[config.mk]
export PLATFORM = sky130hd
export DESIGN_NAME = renh_ctrl
export DESIGN_NICKNAME = d
export VERILOG_FILES = /design/src/rtl/renh_pkg.sv /design/src/rtl/renh_ctrl.sv
export VERILOG_INCLUDE_DIRS = /design/src /design/src/rtl
export SDC_FILE = /design/constraint.sdc
export NUM_CORES = 1
export LEC_CHECK = 0
export ABC_CLOCK_PERIOD_IN_PS = 3700
export BUFFER_PORTS_ARGS = -buffer_cell sky130_fd_sc_hd__clkbuf_2
export CORE_ASPECT_RATIO = 1.4
export CORE_MARGIN = 10
export CORE_UTILIZATION = 31
export DETAILED_ROUTE_END_ITERATION = 12
export GPL_ROUTABILITY_DRIVEN = 0
export PLACE_DENSITY = 0.59
export RECOVER_POWER = 100
export SETUP_SLACK_MARGIN = 0.2
export SLEW_MARGIN = 25
export SYNTH_ARGS = -nofsm -noshare
export SYNTH_HDL_FRONTEND = slang
export SYNTH_SLANG_ARGS = --single-unit
[constraint.sdc]
create_clock -name i_clk -period 3.7 [get_ports i_clk]
set_input_delay 0.74 -clock i_clk [delete_from_list [all_inputs] [get_ports i_clk]]
set_output_delay 0.74 -clock i_clk [all_outputs]
set_load 0.05 [all_outputs]
[src/rtl/assert_macros.svh]
// Assertion helper macros used by the RTL sequencer
`ifndef ASSERT_MACROS_SVH
`define ASSERT_MACROS_SVH
`ifndef NO_ASSERTIONS
`define ASSERT_CLK(label, clk, rst_n, prop, msg) \
    label: assert property (@(posedge clk) disable iff (!rst_n) prop) else $error(msg);
`define ASSERT_NEVER(label, clk, rst_n, expr, msg) \
    label: assert property (@(posedge clk) disable iff (!rst_n) !(expr)) else $error(msg);
`else
`define ASSERT_CLK(label, clk, rst_n, prop, msg)
`define ASSERT_NEVER(label, clk, rst_n, expr, msg)
`endif
`endif

[src/rtl/renh_pkg.sv]
// Shared types and constants for the ray edge nearest hit block
package renh_pkg;
    localparam int MaxEdges   = 256;
    localparam int SlotW      = 8;
    localparam int CountW     = 9;
    localparam int FracW      = 17;
    localparam logic [FracW-1:0] NoHit = 17'h10000;
    localparam int ParallelLimit = 168;
    localparam logic ReqLoad  = 1'b0;
    localparam logic ReqQuery = 1'b1;

    typedef struct packed {
        logic              req_type;
        logic [7:0]        edge_slot;
        logic              edge_enabled;
        logic signed [31:0] end_a_x;
        logic signed [31:0] end_a_y;
        logic signed [31:0] end_b_x;
        logic signed [31:0] end_b_y;
        logic signed [31:0] ray_x;
        logic signed [31:0] ray_y;
        logic signed [31:0] ray_dx;
        logic signed [31:0] ray_dy;
    } t_req;

    typedef struct packed {
        logic [16:0] hit_fraction;
        logic        hit_found;
    } t_rsp;

    typedef struct packed {
        logic              on;
        logic signed [31:0] ax;
        logic signed [31:0] ay;
        logic signed [31:0] bx;
        logic signed [31:0] by;
    } t_edge;

    typedef enum logic [2:0] {
        S_IDLE, S_READ, S_MUL, S_TEST, S_DIV, S_DONE
    } t_state;

    // controller to datapath
    typedef struct packed {
        logic load;       // capture query and reset best
        logic rd;         // issue table read for current index
        logic mul;        // form products from read edge
        logic test;       // form cross, numerators and test
        logic div_step;   // one quotient bit
        logic div_end;    // fold quotient into best
    } t_cmd;

    // datapath to controller
    typedef struct packed {
        logic candidate;
    } t_sts;
endpackage

[src/rtl/renh_ctrl.sv]
// Sequencer: issues table writes for loads; for queries walks edges, runs the divider
module renh_ctrl
    import renh_pkg::*;
(
    input  logic              i_clk,
    input  logic              i_rst_n,
    input  logic              i_start,
    input  logic              i_type,
    input  logic [CountW-1:0] i_count,
    input  t_sts              i_sts,
    output logic              o_busy,
    output logic              o_wr,
    output logic              o_done,
    output logic [SlotW-1:0]  o_idx,
    output t_cmd              o_cmd
);
`include "assert_macros.svh"
    t_state r_state, n_state;
    logic [CountW-1:0] r_idx, n_idx, r_lim, n_lim;
    logic [4:0] r_k, n_k;

    always_ff @(posedge i_clk) begin
        if (!i_rst_n) begin
            r_state <= S_IDLE;
            r_idx <= '0;
            r_lim <= '0;
            r_k <= '0;
        end else begin
            r_state <= n_state;
            r_idx <= n_idx;
            r_lim <= n_lim;
            r_k <= n_k;
        end
    end

    always_comb begin
        n_state = r_state;
        n_idx = r_idx;
        n_lim = r_lim;
        n_k = r_k;
        o_cmd = '0;
        o_wr = 1'b0;
        o_done = 1'b0;
        o_busy = (r_state != S_IDLE);
        o_idx = r_idx[SlotW-1:0];
        unique case (r_state)
            S_IDLE: begin
                if (i_start && i_type == ReqLoad) o_wr = 1'b1;
                if (i_start && i_type == ReqQuery) begin
                    o_cmd.load = 1'b1;
                    n_idx = '0;
                    n_lim = (i_count > CountW'(MaxEdges)) ? CountW'(MaxEdges) : i_count;
                    n_state = S_READ;
                end
            end
            S_READ: begin
                if (r_idx >= r_lim) n_state = S_DONE;
                else begin
                    o_cmd.rd = 1'b1;
                    n_state = S_MUL;
                end
            end
            S_MUL: begin
                o_cmd.mul = 1'b1;
                n_state = S_TEST;
            end
            S_TEST: begin
                o_cmd.test = 1'b1;
                n_k = '0;
                n_state = S_DIV;
            end
            S_DIV: begin
                // skip the divide for edges that cannot hit
                if (!i_sts.candidate || r_k == 5'd16) begin
                    o_cmd.div_end = 1'b1;
                    n_idx = r_idx + 1'b1;
                    n_state = S_READ;
                end else begin
                    o_cmd.div_step = 1'b1;
                    n_k = r_k + 1'b1;
                end
            end
            S_DONE: begin
                o_done = 1'b1;
                n_state = S_IDLE;
            end
            default: n_state = S_IDLE;
        endcase
    end

    `ASSERT_NEVER(a_wr_busy, i_clk, i_rst_n, o_wr && o_busy, "table write while busy")
    `ASSERT_CLK(a_done_idle, i_clk, i_rst_n, o_done |=> !o_busy, "busy after result")
    `ASSERT_NEVER(a_idx_lim, i_clk, i_rst_n, r_idx > r_lim, "index past limit")
    `ASSERT_NEVER(a_k_range, i_clk, i_rst_n, r_k > 5'd16, "divider overrun")
endmodule

-- After elaboration in Yosys (flattened, before gate mapping)
Cells that the tools add are included.
W data, S select, Z words.
- logic and storage cells: 52
- output and inout port bits: 17
- flip-flop bits (word level): 26
- bits of input ports: 14
- reductions and logical operators: 12
- eq/ne operators: 9
- add/subtract/negate cells: 2
- bitwise gates (word level): 1
- muxes and demuxes: 22
- $lt $le $gt $ge: 2
- operator list (operator ; number):
    $mux W9 ; 3
    $pmux W9 S2 ; 1
    $pmux W3 S5 ; 1
    $mux W1 ; 11
    $pmux W5 S2 ; 1
    $add A9 B1 Y9 const B ; 1
    $ge A9 B9 Y1 ; 1
    $gt A9 B9 Y1 const B ; 1
    $mux W3 ; 3
    $eq A3 B2 Y1 const B ; 2
    $eq A3 B3 Y1 const B ; 2
    $ne A2 B2 Y1 const B ; 3
    $reduce_and A2 Y1 ; 3
    $add A5 B1 Y5 const B ; 1
    $eq A5 B5 Y1 const B ; 1
    $mux W5 ; 1
    $reduce_bool A2 Y1 ; 2
    $eq A3 B1 Y1 const B ; 1
    $logic_not A3 Y1 ; 1
    $reduce_and A3 Y1 ; 1
    $reduce_bool A3 Y1 ; 1
    $logic_and A1 B1 Y1 ; 2
    $mux W2 ; 1
    $logic_not A1 Y1 ; 1
    other kinds (2) ; 2

-- Logic depth before layout (Yosys ltp)
Gate-level depths: netlist (run 1).
- word-level depth: 4
- depth in mapped cells: 8
- gate-level depth less buffers: 7

-- Worst setup path before layout (run 1)
OpenSTA, ideal clock, no wires.
- kind: register -> output
- start point: reg r_lim[6]
- end point: out o_cmd[4] (netlist name)
- cell stages (with the launch flop): 8
- setup slack: 134 ps
- arrival: 2826 ps
- path buffers: 0
- required time: 2960 ps
- cell sequence: dfxtp_1 inv_1 ha_1 a21oi_1 nor2_1 a211oi_1 o21ai_0 nor4b_1
- RTL lines (element ; line ; source):
    start: declaration ; renh_ctrl.sv:19 ; logic [CountW-1:0] r_idx, n_idx, r_lim, n_lim;
    start signal: assignment ; renh_ctrl.sv:31 ; r_lim <= n_lim;
    end: declaration ; renh_ctrl.sv:15 ; output t_cmd o_cmd

==> results of run 1 <==
[through the flow]
stage	worst slack (ps)	utilization (%)	hold WS, ps
floorplan	813	-	431
global placement	1110	34.5	443
detailed placement	1070	34.5	449
CTS	750	35.4	462
global route	326	34.3	476
finish	587	34.3	459
[cell families (layout without fill, tap and decap cells)]
family / after synthesis / in the layout / synth area share [%]
xor+xnor: 8 / 8 / 4.54
compound gates: 37 / 37 / 18.4
flops: 26 / 26 / 33.7
simple gates: 63 / 63 / 23.3
fa+ha+maj: 12 / 12 / 9.72
buf+inv: 30 / 47 / 10.4
[cell type report]
cell class | instances | area share (%)
clock buffers | 3 | 2.48
flip-flops and latches | 26 | 31.3
well taps | 64 | 4.82
inverters | 14 | 3.16
repair buffers | 30 | 7.75
multi-input cells | 120 | 50.5
[per-layer routing]
layer / track usage, % / routed length (um)
met1: 8.32 / 1440
met2: 14.4 / 1780
met3: 1.73 / 66
met4: 2.70 / 18
met5: 0 / 0
[path summary, 6_finish.rpt]
kind	start	end	slack, ps	cells after the start
setup / recovery	r_state[2]$_SDFFE_PN0P_	o_cmd[5]	590	4
hold reg to reg	r_lim[8]$_SDFFE_PN0P_	r_lim[8]$_SDFFE_PN0P_	460	2
hold / removal	r_lim[8]$_SDFFE_PN0P_	r_lim[8]$_SDFFE_PN0P_	460	2
setup reg to reg	r_state[2]$_SDFFE_PN0P_	r_idx[8]$_SDFFE_PN0P_	1190	6
[power breakdown]
group	total [W]	switching (W)	internal, W
Combinational	0.000182	0.000127	0.0000551
Sequential	0.000318	0.0000239	0.000295
Clock	0.000160	0.0000872	0.0000729
Total	0.000661	0.000238	0.000423
[registers in the layout (all words and copies together), names as in the netlist]
| register | flops |
|---|---|
| r_idx | 9 |
| r_lim | 9 |
| r_state | 3 |
| r_k | 5 |
[synthesized netlist by cell type, drive strengths merged, types with 2 or more instances]
cell	count	area [sq um]
o2111ai	3	43.8
nand4	3	18.8
nor3	2	10.0
a22o	6	52.6
nand3b	4	30.0
dfxtp	26	521
or3	3	23.8
nor4	2	12.5
nor2b	3	18.8
xor2	8	70.1
a21boi	3	22.5
o21ai	9	45.0
nor3b	3	22.5
o21a	3	22.5
inv	14	52.6
clkbuf	4	15.0
nand2	16	60.1
a21oi	6	30.0
buf	12	92.6
nor2	13	48.8
and2	2	12.5
and3	2	12.5
ha	12	150
[tightest hold or removal path, delay by kind of cell (launching register included)]
kind,cells,cell delay [ps]
compound gates,1,50
simple gates,1,50
flops,1,320
==> results.md, run 1 <==
- Drt drc: 0
- Cell family with most CP delay: buffers and inverters
- Die Ht: 104 um
- Clock skew: 1.87 ps
- Max-Cap Viols: 0
- Post-CTS Setup Inserts: 0
- Total chip power: 0.000661 W
- Status: completed
- PwrDens: 398 mW/mm^2
- Crit path arrival time: 2370 ps
- Largest net degree at the start of global routing: 17
- Hold-fix buffer count after cts: 0
- Max transition margin: 48.9%
- Most frequent cells in the layout: dfxtp_1, clkbuf_1, nand2_1, inv_1
- H-Tree Depth: 1
- Initial core utilization: 31.9%
- Setup Crit Path Kind: flip-flop to output port
- Synthesized cell area: 0.00154 sq mm
- Core Box Area: 0.00484 sq mm
- Die W: 79.6 um
- Min Tclk post-route: 3110 ps
- Skew-Pair Late Insertion Delay: 270 ps
- Async SR Flop Fraction: 0%
- CTS resizes: 0
- Final HPWL DP: 2630 um
- IO Port Bufs: 30
- CTS tree: yes
- Fmax achieved: 321 MHz
- Multi-input logic area: 840 sq um
- Synthesized net count: 202
- Worst-path clk slew: 90 ps
- Critical Path, Cell by Cell: or3_1, or2_0, inv_1, clkbuf_1
- Row cnt: 30
- WL/cell: 12.8 um
- Yosys cell types: 47
- Root Driver: clkbuf_8
- Crit share post-route: 84.1%
- Die Area: 0.00824 sq mm
- Most common cell after layout, fill and taps aside: dfxtp_1
- Buf/Inv on CP: 2
- CP endpoint kind: output port
- Inserted Diodes: 0
- Placed inst area: 0.00167 sq mm
- Clock sink count: 26
- Post-Route WL: 3300 um
- GRT Total Usage: 7.84%
- Register area: 520 sq um
- Min-Delay Path Class: flip-flop to flip-flop
- Via Count: 1,219
- Startpoint Class: flip-flop
- VDD IR-drop max: 232 uV
- Count of final setup violators: 0
- Post-synth EDFFs: 0
- Fill count: 531
- Final antenna-violating net count: 0
- Initial antenna violation count: 0
- Yosys warns: 0
- Slowest-stage cell, CP: clkbuf_1
- Longest Clk Path Bufs: 2
- DR pass1 iterations: 4
- Dominant synthesized flop cell: dfxtp_1
- Layout Cells excl Fill: 257
- Critical Path RT: 2960 ps
- Pleak: 0.661 nW
- RSZ-0062 raised after global routing: no
- P&R area growth vs syn: 7.70%
- Share of layout cells above drive strength 1: 9.33%
- Vias in the first global route: 1,222
- Gate Count Post-Synth: 176
- Seq/Total Area, Yosys: 33.7%
- Worst-Margin Slew: 760 ps
- Slew Viols, Final: 0
- Worst path max stage delay: 520 ps
- Nets: 221
- DRT iter0 DRCs: 11
- Top Ports: 31
- Num CTS Buffers: 3
- First-pass GRT wire length: 5390 um
- Fin. Hold Viols: 0
- Setup tns final: 0 ps
- Overflow after GRT: 0
- Cells after DPL: 254
- Synthesized area per cell: 8.77 sq um
- Post-Layout Inst Area: 0.00166 sq mm
- Routed vias/inst: 4.74
- FF+latch count, synth: 26
- Critical Path Fanout Max: 13
Note: power is estimated with default switching activity, not from simulation.
==> run 2, diff against run 1 <==
ABC_CLOCK_PERIOD_IN_PS = 2600   (was 3700)
PLACE_DENSITY = 0.61   (was 0.59)
clock period = 2.6 ns   (was 3.7 ns; I/O delays follow)
==> run 2 against run 1 <==
Net effect: clock skew is 7.3 ps higher; sequential share of layout area is 3.1 points lower; setup slack worse by 420 ps; sequential power is 41% higher; final cell count is 3.9% higher; clock-buffer cell count stayed put.
==> results.md, run 2 (synthesis results as in run 1) <==
- Critical Path RT: 2080 ps (was 2960 ps)
- Die Area: 0.00824 sq mm (unchanged)
- Status: completed (unchanged)
- Nets: 230 (was 221)
- Critical Path Fanout Max: 10 (was 13)
- GR Util met2: 16.2% (was 14.4%)
- VDD IR-drop max: 305 uV (was 232 uV)
- IO Port Bufs: 30 (unchanged)
- Setup WS pre-CTS: 125 ps (was 1070 ps)
- Flop pwr share: 40.3% (was 48.2%)
- Largest net degree at the start of global routing: 17 (unchanged)
- Hold-fix buffer count after cts: 0 (unchanged)
- Max-Cap Viols: 0 (unchanged)
- DR pass1 iterations: 4 (unchanged)
- Setup ws final: 168 ps (was 587 ps)
- First-pass GRT wire length: 6090 um (was 5390 um)
- WL/cell: 13.8 um (was 12.8 um)
- Initial antenna violation count: 0 (unchanged)
- Setup Crit Path Kind: flip-flop to output port (unchanged)
- M1 GR Usage: 9.32% (was 8.32%)
- H-Tree Depth: 1 (unchanged)
- Combinational share of power: 29.0% (was 27.6%)
- Post-Route Utilization: 39.1% (was 34.3%)
- Worst-Margin Slew: 761 ps (was 760 ps)
- Reg2reg setup slack: 370 ps (was 1190 ps)
- Placed inst area: 0.00174 sq mm (was 0.00167 sq mm)
- Most frequent cells in the layout: nand2_1, clkbuf_2, clkbuf_1, dfxtp_1, nor2_1 (was dfxtp_1, clkbuf_1, nand2_1, inv_1)
- Switching power: 0.000371 W (was 0.000238 W)
- GRT Total Usage: 8.77% (was 7.84%)
- Crit path arrival time: 1910 ps (was 2370 ps)
- Most common cell after layout, fill and taps aside: nand2_1 (was dfxtp_1)
- Crit share post-route: 93.5%
- Num CTS Buffers: 3 (unchanged)
- Min Tclk post-route: 2430 ps
- Fin. Hold Viols: 0 (unchanged)
- Routed vias/inst: 4.75 (was 4.74)
- Critical hold path startpoint: r_lim[3]$_SDFFE_PN0P_ (was r_lim[8]$_SDFFE_PN0P_)
- Share of layout cells above drive strength 1: 28.1% (was 9.33%)
- Max transition margin: 48.8% (was 48.9%)
- Cells after DPL: 261 (was 254)
- Worst-path clk slew: 100 ps (was 90 ps)
- Via Count: 1,267 (was 1,219)
- Initial core utilization: 31.9% (unchanged)
- Skew-Pair Late Insertion Delay: 280 ps (was 270 ps)
- RSZ-0062 raised after global routing: yes (was no)
- Clock power frac: 30.7% (was 24.2%)
- Fmax achieved: 411 MHz
- Layout Cells excl Fill: 267 (was 257)
- P&R area growth vs syn: 22.7% (was 7.70%)
- R2R cell count: 6 (unchanged)
- Post-Layout Inst Area: 0.00189 sq mm (was 0.00166 sq mm)
- Startpoint Class: flip-flop (unchanged)
- CTS tree: yes (unchanged)
- CP endpoint kind: output port (unchanged)
- Sw frac: 33.4% (was 36.1%)
- Row cnt: 30 (unchanged)
- Die Ht: 104 um (unchanged)
- Pleak: 0.750 nW (was 0.661 nW)
- PwrDens: 586 mW/mm^2 (was 398 mW/mm^2)
- Root Driver: clkbuf_8 (unchanged)
- Hold path endpoint: r_lim[3]$_SDFFE_PN0P_ (was r_lim[8]$_SDFFE_PN0P_)
- GRT busiest layer: met2 (unchanged)
- Inserted Diodes: 0 (unchanged)
- Drt drc: 0 (unchanged)
- Final antenna-violating net count: 0 (unchanged)
- Worst reg2reg startpoint: r_state[1]$_SDFFE_PN0P_ (was r_state[2]$_SDFFE_PN0P_)
- Overflow after GRT: 0 (unchanged)
- Final HPWL DP: 2860 um (was 2630 um)
- Met3 usage: 1.90% (was 1.73%)
- Setup tns final: 0 ps (unchanged)
- Count of final setup violators: 0 (unchanged)
- Post-Route WL: 3690 um (was 3300 um)
- Clock sink count: 26 (unchanged)
- Fill count: 498 (was 531)
- Hold depth: 2 (unchanged)
- Die W: 79.6 um (unchanged)
- DRT iter0 DRCs: 59 (was 11)
- Top Ports: 31 (unchanged)
- Longest Clk Path Bufs: 2 (unchanged)
- Internal power: 0.000738 W (was 0.000423 W)
- Top Registers: r_idx (9), r_lim (9), r_k (5) (unchanged)
- R2R Path End: r_idx[8]$_SDFFE_PN0P_ (unchanged)
- Slew Viols, Final: 0 (unchanged)
- Min-Delay Path Class: flip-flop to flip-flop (unchanged)
- Core Box Area: 0.00484 sq mm (unchanged)
- Vias in the first global route: 1,315 (was 1,222)
- Clock skew: 9.21 ps (was 1.87 ps)
==> run 2: cell types whose count changed in the layout (fill, tap and decap cells not counted), moves of 3 or more <==
cell     previous run  this run
dfxtp_1            26        15
dfxtp_2             0        11
buf_4               0         7
ha_1               12         7
ha_4                0         5
inv_1              14        10
inv_2               0         3
o21ai_0             9         6
==> run 2: timing repair <==
item | in CTS | in global routing
gates resized for setup | 25 | 12
buffers inserted | 2 | 0
endpoints found under the setup margin | 3 | 3
pin swaps | 10 | 3
==> run 2: routing by layer <==
metal / wire length (um) / part of all wire (%)
met1: 1530 / 41
met2: 2010 / 55
met3: 104 / 2.8
met4: 42 / 1.1
met5: 0 / 0
==> run 2: critical path, stage by stage, from the launching register on <==
cell	delay, ps
dfxtp_1	350
clkbuf_1	200
or3b_1	470
o21ba_4	310
clkbuf_2	300
==> run 2: per-stage QoR <==
| step | power, W | hold slack, ps |
|---|---|---|
| final | 0.00111 | 458 |
| after detailed placement | 0.000775 | 448 |
| after global placement | 0.000771 | 441 |
| after CTS | 0.00114 | 462 |
| after floorplan | 0.000702 | 431 |
| after global routing | 0.00117 | 473 |
==> run 2: layout make-up <==
cell class	instances	area, sq um	area share (%)
Timing Repair Buffer	39	213	11.2
Inverter	14	55.1	2.91
Clock inverter	1	30.0	1.59
Sequential cell	26	534	28.2
Multi-Input combinational cell	120	941	49.7
Clock buffer	3	41.3	2.18
Tap cell	64	80.1	4.23
==> run 2: power groups by stage <==
stage	registers, W	clock network, W	logic [W]
2_1_floorplan	0.000440	0	0.000262
3_3_place_gp	0.000454	0	0.000317
3_5_place_dp	0.000455	0	0.000320
4_1_cts	0.000446	0.000349	0.000344
5_1_grt	0.000451	0.000366	0.000351
6_report	0.000447	0.000341	0.000321
==> run 2: worst max path at each step <==
stage / start / endpoint / cells past startpoint / slack [ps]
4_1_cts: r_idx[1]$_SDFFE_PN0P_ / o_cmd[4] / 7 / 130
6_report: r_state[0]$_SDFFE_PN0P_ / o_cmd[0] / 4 / 170
2_1_floorplan: r_lim[6]$_SDFFE_PN0P_ / o_cmd[4] / 7 / 200
5_1_grt: r_k[0]$_SDFFE_PN0P_ / o_cmd[0] / 5 / 60
3_5_place_dp: r_lim[6]$_SDFFE_PN0P_ / o_cmd[4] / 8 / 120
3_3_place_gp: r_lim[6]$_SDFFE_PN0P_ / o_cmd[4] / 8 / 180
==> run 3, diff against run 2 <==
GPL_TIMING_DRIVEN = 0   (was unset)
==> run 3 against run 2 <==
Net effect: sequential power is 3% lower; first-iteration DRC count is 15% lower; die area stayed put; largest cell class unchanged.
==> results.md, run 3 (synthesis results as in run 1) <==
- Status: completed (unchanged)
- Worst path max stage delay: 390 ps (was 470 ps)
- Routed vias/inst: 4.77 (was 4.75)
- Final antenna-violating net count: 0 (unchanged)
- Vias in the first global route: 1,315 (unchanged)
- Root Driver: clkbuf_8 (unchanged)
- Hold depth: 2 (unchanged)
- Cell family with most CP delay: buffers and inverters (unchanged)
- PwrDens: 512 mW/mm^2 (was 586 mW/mm^2)
- P&R area growth vs syn: 30.7% (was 22.7%)
- Setup Crit Path Kind: flip-flop to output port (unchanged)
- Max transition margin: 46.3% (was 48.8%)
- Core Box Area: 0.00484 sq mm (unchanged)
- Initial antenna violation count: 0 (unchanged)
- R2R cell count: 7 (was 6)
- Die W: 79.6 um (unchanged)
- R2R Path End: r_idx[8]$_SDFFE_PN0P_ (unchanged)
- Overflow after GRT: 0 (unchanged)
- WL/cell: 12.8 um (was 13.8 um)
- CP endpoint kind: output port (unchanged)
- Nets: 243 (was 230)
- Fmax achieved: 419 MHz (was 411 MHz)
- Pleak: 0.802 nW (was 0.750 nW)
- Top Ports: 31 (unchanged)
- Min Tclk post-route: 2390 ps (was 2430 ps)
- Hold path endpoint: r_lim[3]$_SDFFE_PN0P_ (unchanged)
- Max-Cap Viols: 0 (unchanged)
- First-pass GRT wire length: 5750 um (was 6090 um)
- IO Port Bufs: 30 (unchanged)
- RSZ-0062 raised after global routing: yes (unchanged)
- Fill count: 496 (was 498)
- GRT Total Usage: 8.38% (was 8.77%)
- Post-Route WL: 3560 um (was 3690 um)
- DRT iter0 DRCs: 50 (was 59)
- Num CTS Buffers: 3 (unchanged)
- Slowest-stage cell, CP: or3b_4 (was or3b_1)
- Slew Viols, Final: 0 (unchanged)
- Placed inst area: 0.00179 sq mm (was 0.00174 sq mm)
- Share of layout cells above drive strength 1: 33.0% (was 28.1%)
- Worst reg2reg startpoint: r_state[2]$_SDFFE_PN0P_ (was r_state[1]$_SDFFE_PN0P_)
- Critical Path Fanout Max: 10 (unchanged)
- Inserted Diodes: 0 (unchanged)
- Setup tns final: 0 ps (unchanged)
- Fin. Hold Viols: 0 (unchanged)
- Reg2reg setup slack: 470 ps (was 370 ps)
- Critical Path, Cell by Cell: buf_6, or3b_4, o21ba_4, clkbuf_2, clkbuf_2 (was clkbuf_1, or3b_1, o21ba_4, clkbuf_2)
- DR pass1 iterations: 2 (was 4)
- Post-Layout Inst Area: 0.00202 sq mm (was 0.00189 sq mm)
- Crit path arrival time: 1870 ps (was 1910 ps)
- Drt drc: 0 (unchanged)
- Critical hold path startpoint: r_lim[3]$_SDFFE_PN0P_ (unchanged)
- Die Ht: 104 um (unchanged)
- Startpoint Class: flip-flop (unchanged)
- Largest net degree at the start of global routing: 14 (was 17)
- Final HPWL DP: 2740 um (was 2860 um)
- Via Count: 1,330 (was 1,267)
- CTS tree: yes (unchanged)
- Top Registers: r_idx (9), r_lim (9), r_k (5) (unchanged)
- Crit share post-route: 91.8% (was 93.5%)
- Longest Clk Path Bufs: 2 (unchanged)
- Skew-Pair Late Insertion Delay: 270 ps (was 280 ps)
- Critical Path RT: 2080 ps (about the same)
- Count of final setup violators: 0 (unchanged)
- H-Tree Depth: 1 (unchanged)
- Initial core utilization: 31.9% (unchanged)
- Worst-path clk slew: 90 ps (was 100 ps)
- Clock skew: 1.70 ps (was 9.21 ps)
- Buf/Inv on CP: 3 (was 2)
- Most common cell after layout, fill and taps aside: clkbuf_1 (was nand2_1)
- Most frequent cells in the layout: clkbuf_1, nand2_1, clkbuf_2, buf_4, dfxtp_1 (was nand2_1, clkbuf_2, clkbuf_1, dfxtp_1, nor2_1)
- Worst-Margin Slew: 799 ps (was 761 ps)
- Crit-path most repeated cell: clkbuf_2
- Row cnt: 30 (unchanged)
- Die Area: 0.00824 sq mm (unchanged)
- Post-Route Utilization: 41.7% (was 39.1%)
- VDD IR-drop max: 203 uV (was 305 uV)
- Clock sink count: 26 (unchanged)
- Min-Delay Path Class: flip-flop to flip-flop (unchanged)
==> run 3: cell types whose count changed in the layout (fill, tap and decap cells not counted), moves of 2 or more <==
cell	delta
buf_4	+7
buf_8	+2
clkbuf_1	+3
dfxtp_4	+2
ha_1	-2
==> run 3: final cells by class <==
cell class / count / area, sq um / area share (%)
plain buffers: 16 / 110 / 5.46
flip-flops and latches: 26 / 541 / 26.8
multi-input cells: 120 / 995 / 49.3
clock buffers: 3 / 41.3 / 2.05
inverters: 14 / 52.6 / 2.60
repair buffers: 36 / 199 / 9.86
well taps: 64 / 80.1 / 3.97
==> run 3: report_power, final <==
group / internal [W] / switching, W / leakage (nW) / total [W]
logic: 0.000147 / 0.000226 / 0.564 / 0.000372
clock network: 0.000104 / 0.000123 / 0.0216 / 0.000227
registers: 0.000418 / 0.0000157 / 0.217 / 0.000434
total: 0.000669 / 0.000365 / 0.802 / 0.00103
==> run 3: tightest hold or removal path, stage by stage (launching register included) <==
cell and delay [ps]:
dfxtp_1 320, nand2_1 50, a21boi_1 50
==> run 3: metrics by stage <==
stage	instances	hold WS (ps)	total power (W)	setup WS, ps
finish	279	455	0.00103	213
global route	279	477	0.00110	124
CTS	277	454	0.00103	83.9
detailed placement	270	442	0.000780	81.5
global placement	270	441	0.000777	119
floorplan	176	431	0.000702	203
==> run 3: worst max-delay path by stage <==
stage / start / endpoint / depth (start not counted)
after floorplan: r_lim[6]$_SDFFE_PN0P_ / o_cmd[4] / 7
after global placement: r_idx[0]$_SDFFE_PN0P_ / o_cmd[4] / 8
after detailed placement: r_lim[6]$_SDFFE_PN0P_ / o_cmd[4] / 8
after CTS: r_lim[6]$_SDFFE_PN0P_ / o_cmd[4] / 8
after global routing: r_lim[6]$_SDFFE_PN0P_ / o_cmd[4] / 8
final: r_state[1]$_SDFFE_PN0P_ / o_cmd[0] / 5
==> run 3: what timing repair did <==
item,CTS,global route
pin swaps,5,7
hold buffers,0,0
endpoints found under the hold margin,0,0
setup buffers,4,2
setup endpoints to repair,4,3
resized for setup,17,29
==> run 3: metal layers <==
metal | up-vias | wire [um] | track usage [%]
met5 | - | 0 | 0
met4 | 0 | 29 | 3.08
met3 | 2 | 139 | 2.42
met2 | 10 | 2030 | 15.9
met1 | 628 | 1360 | 7.97
li1 | 690 | - | -
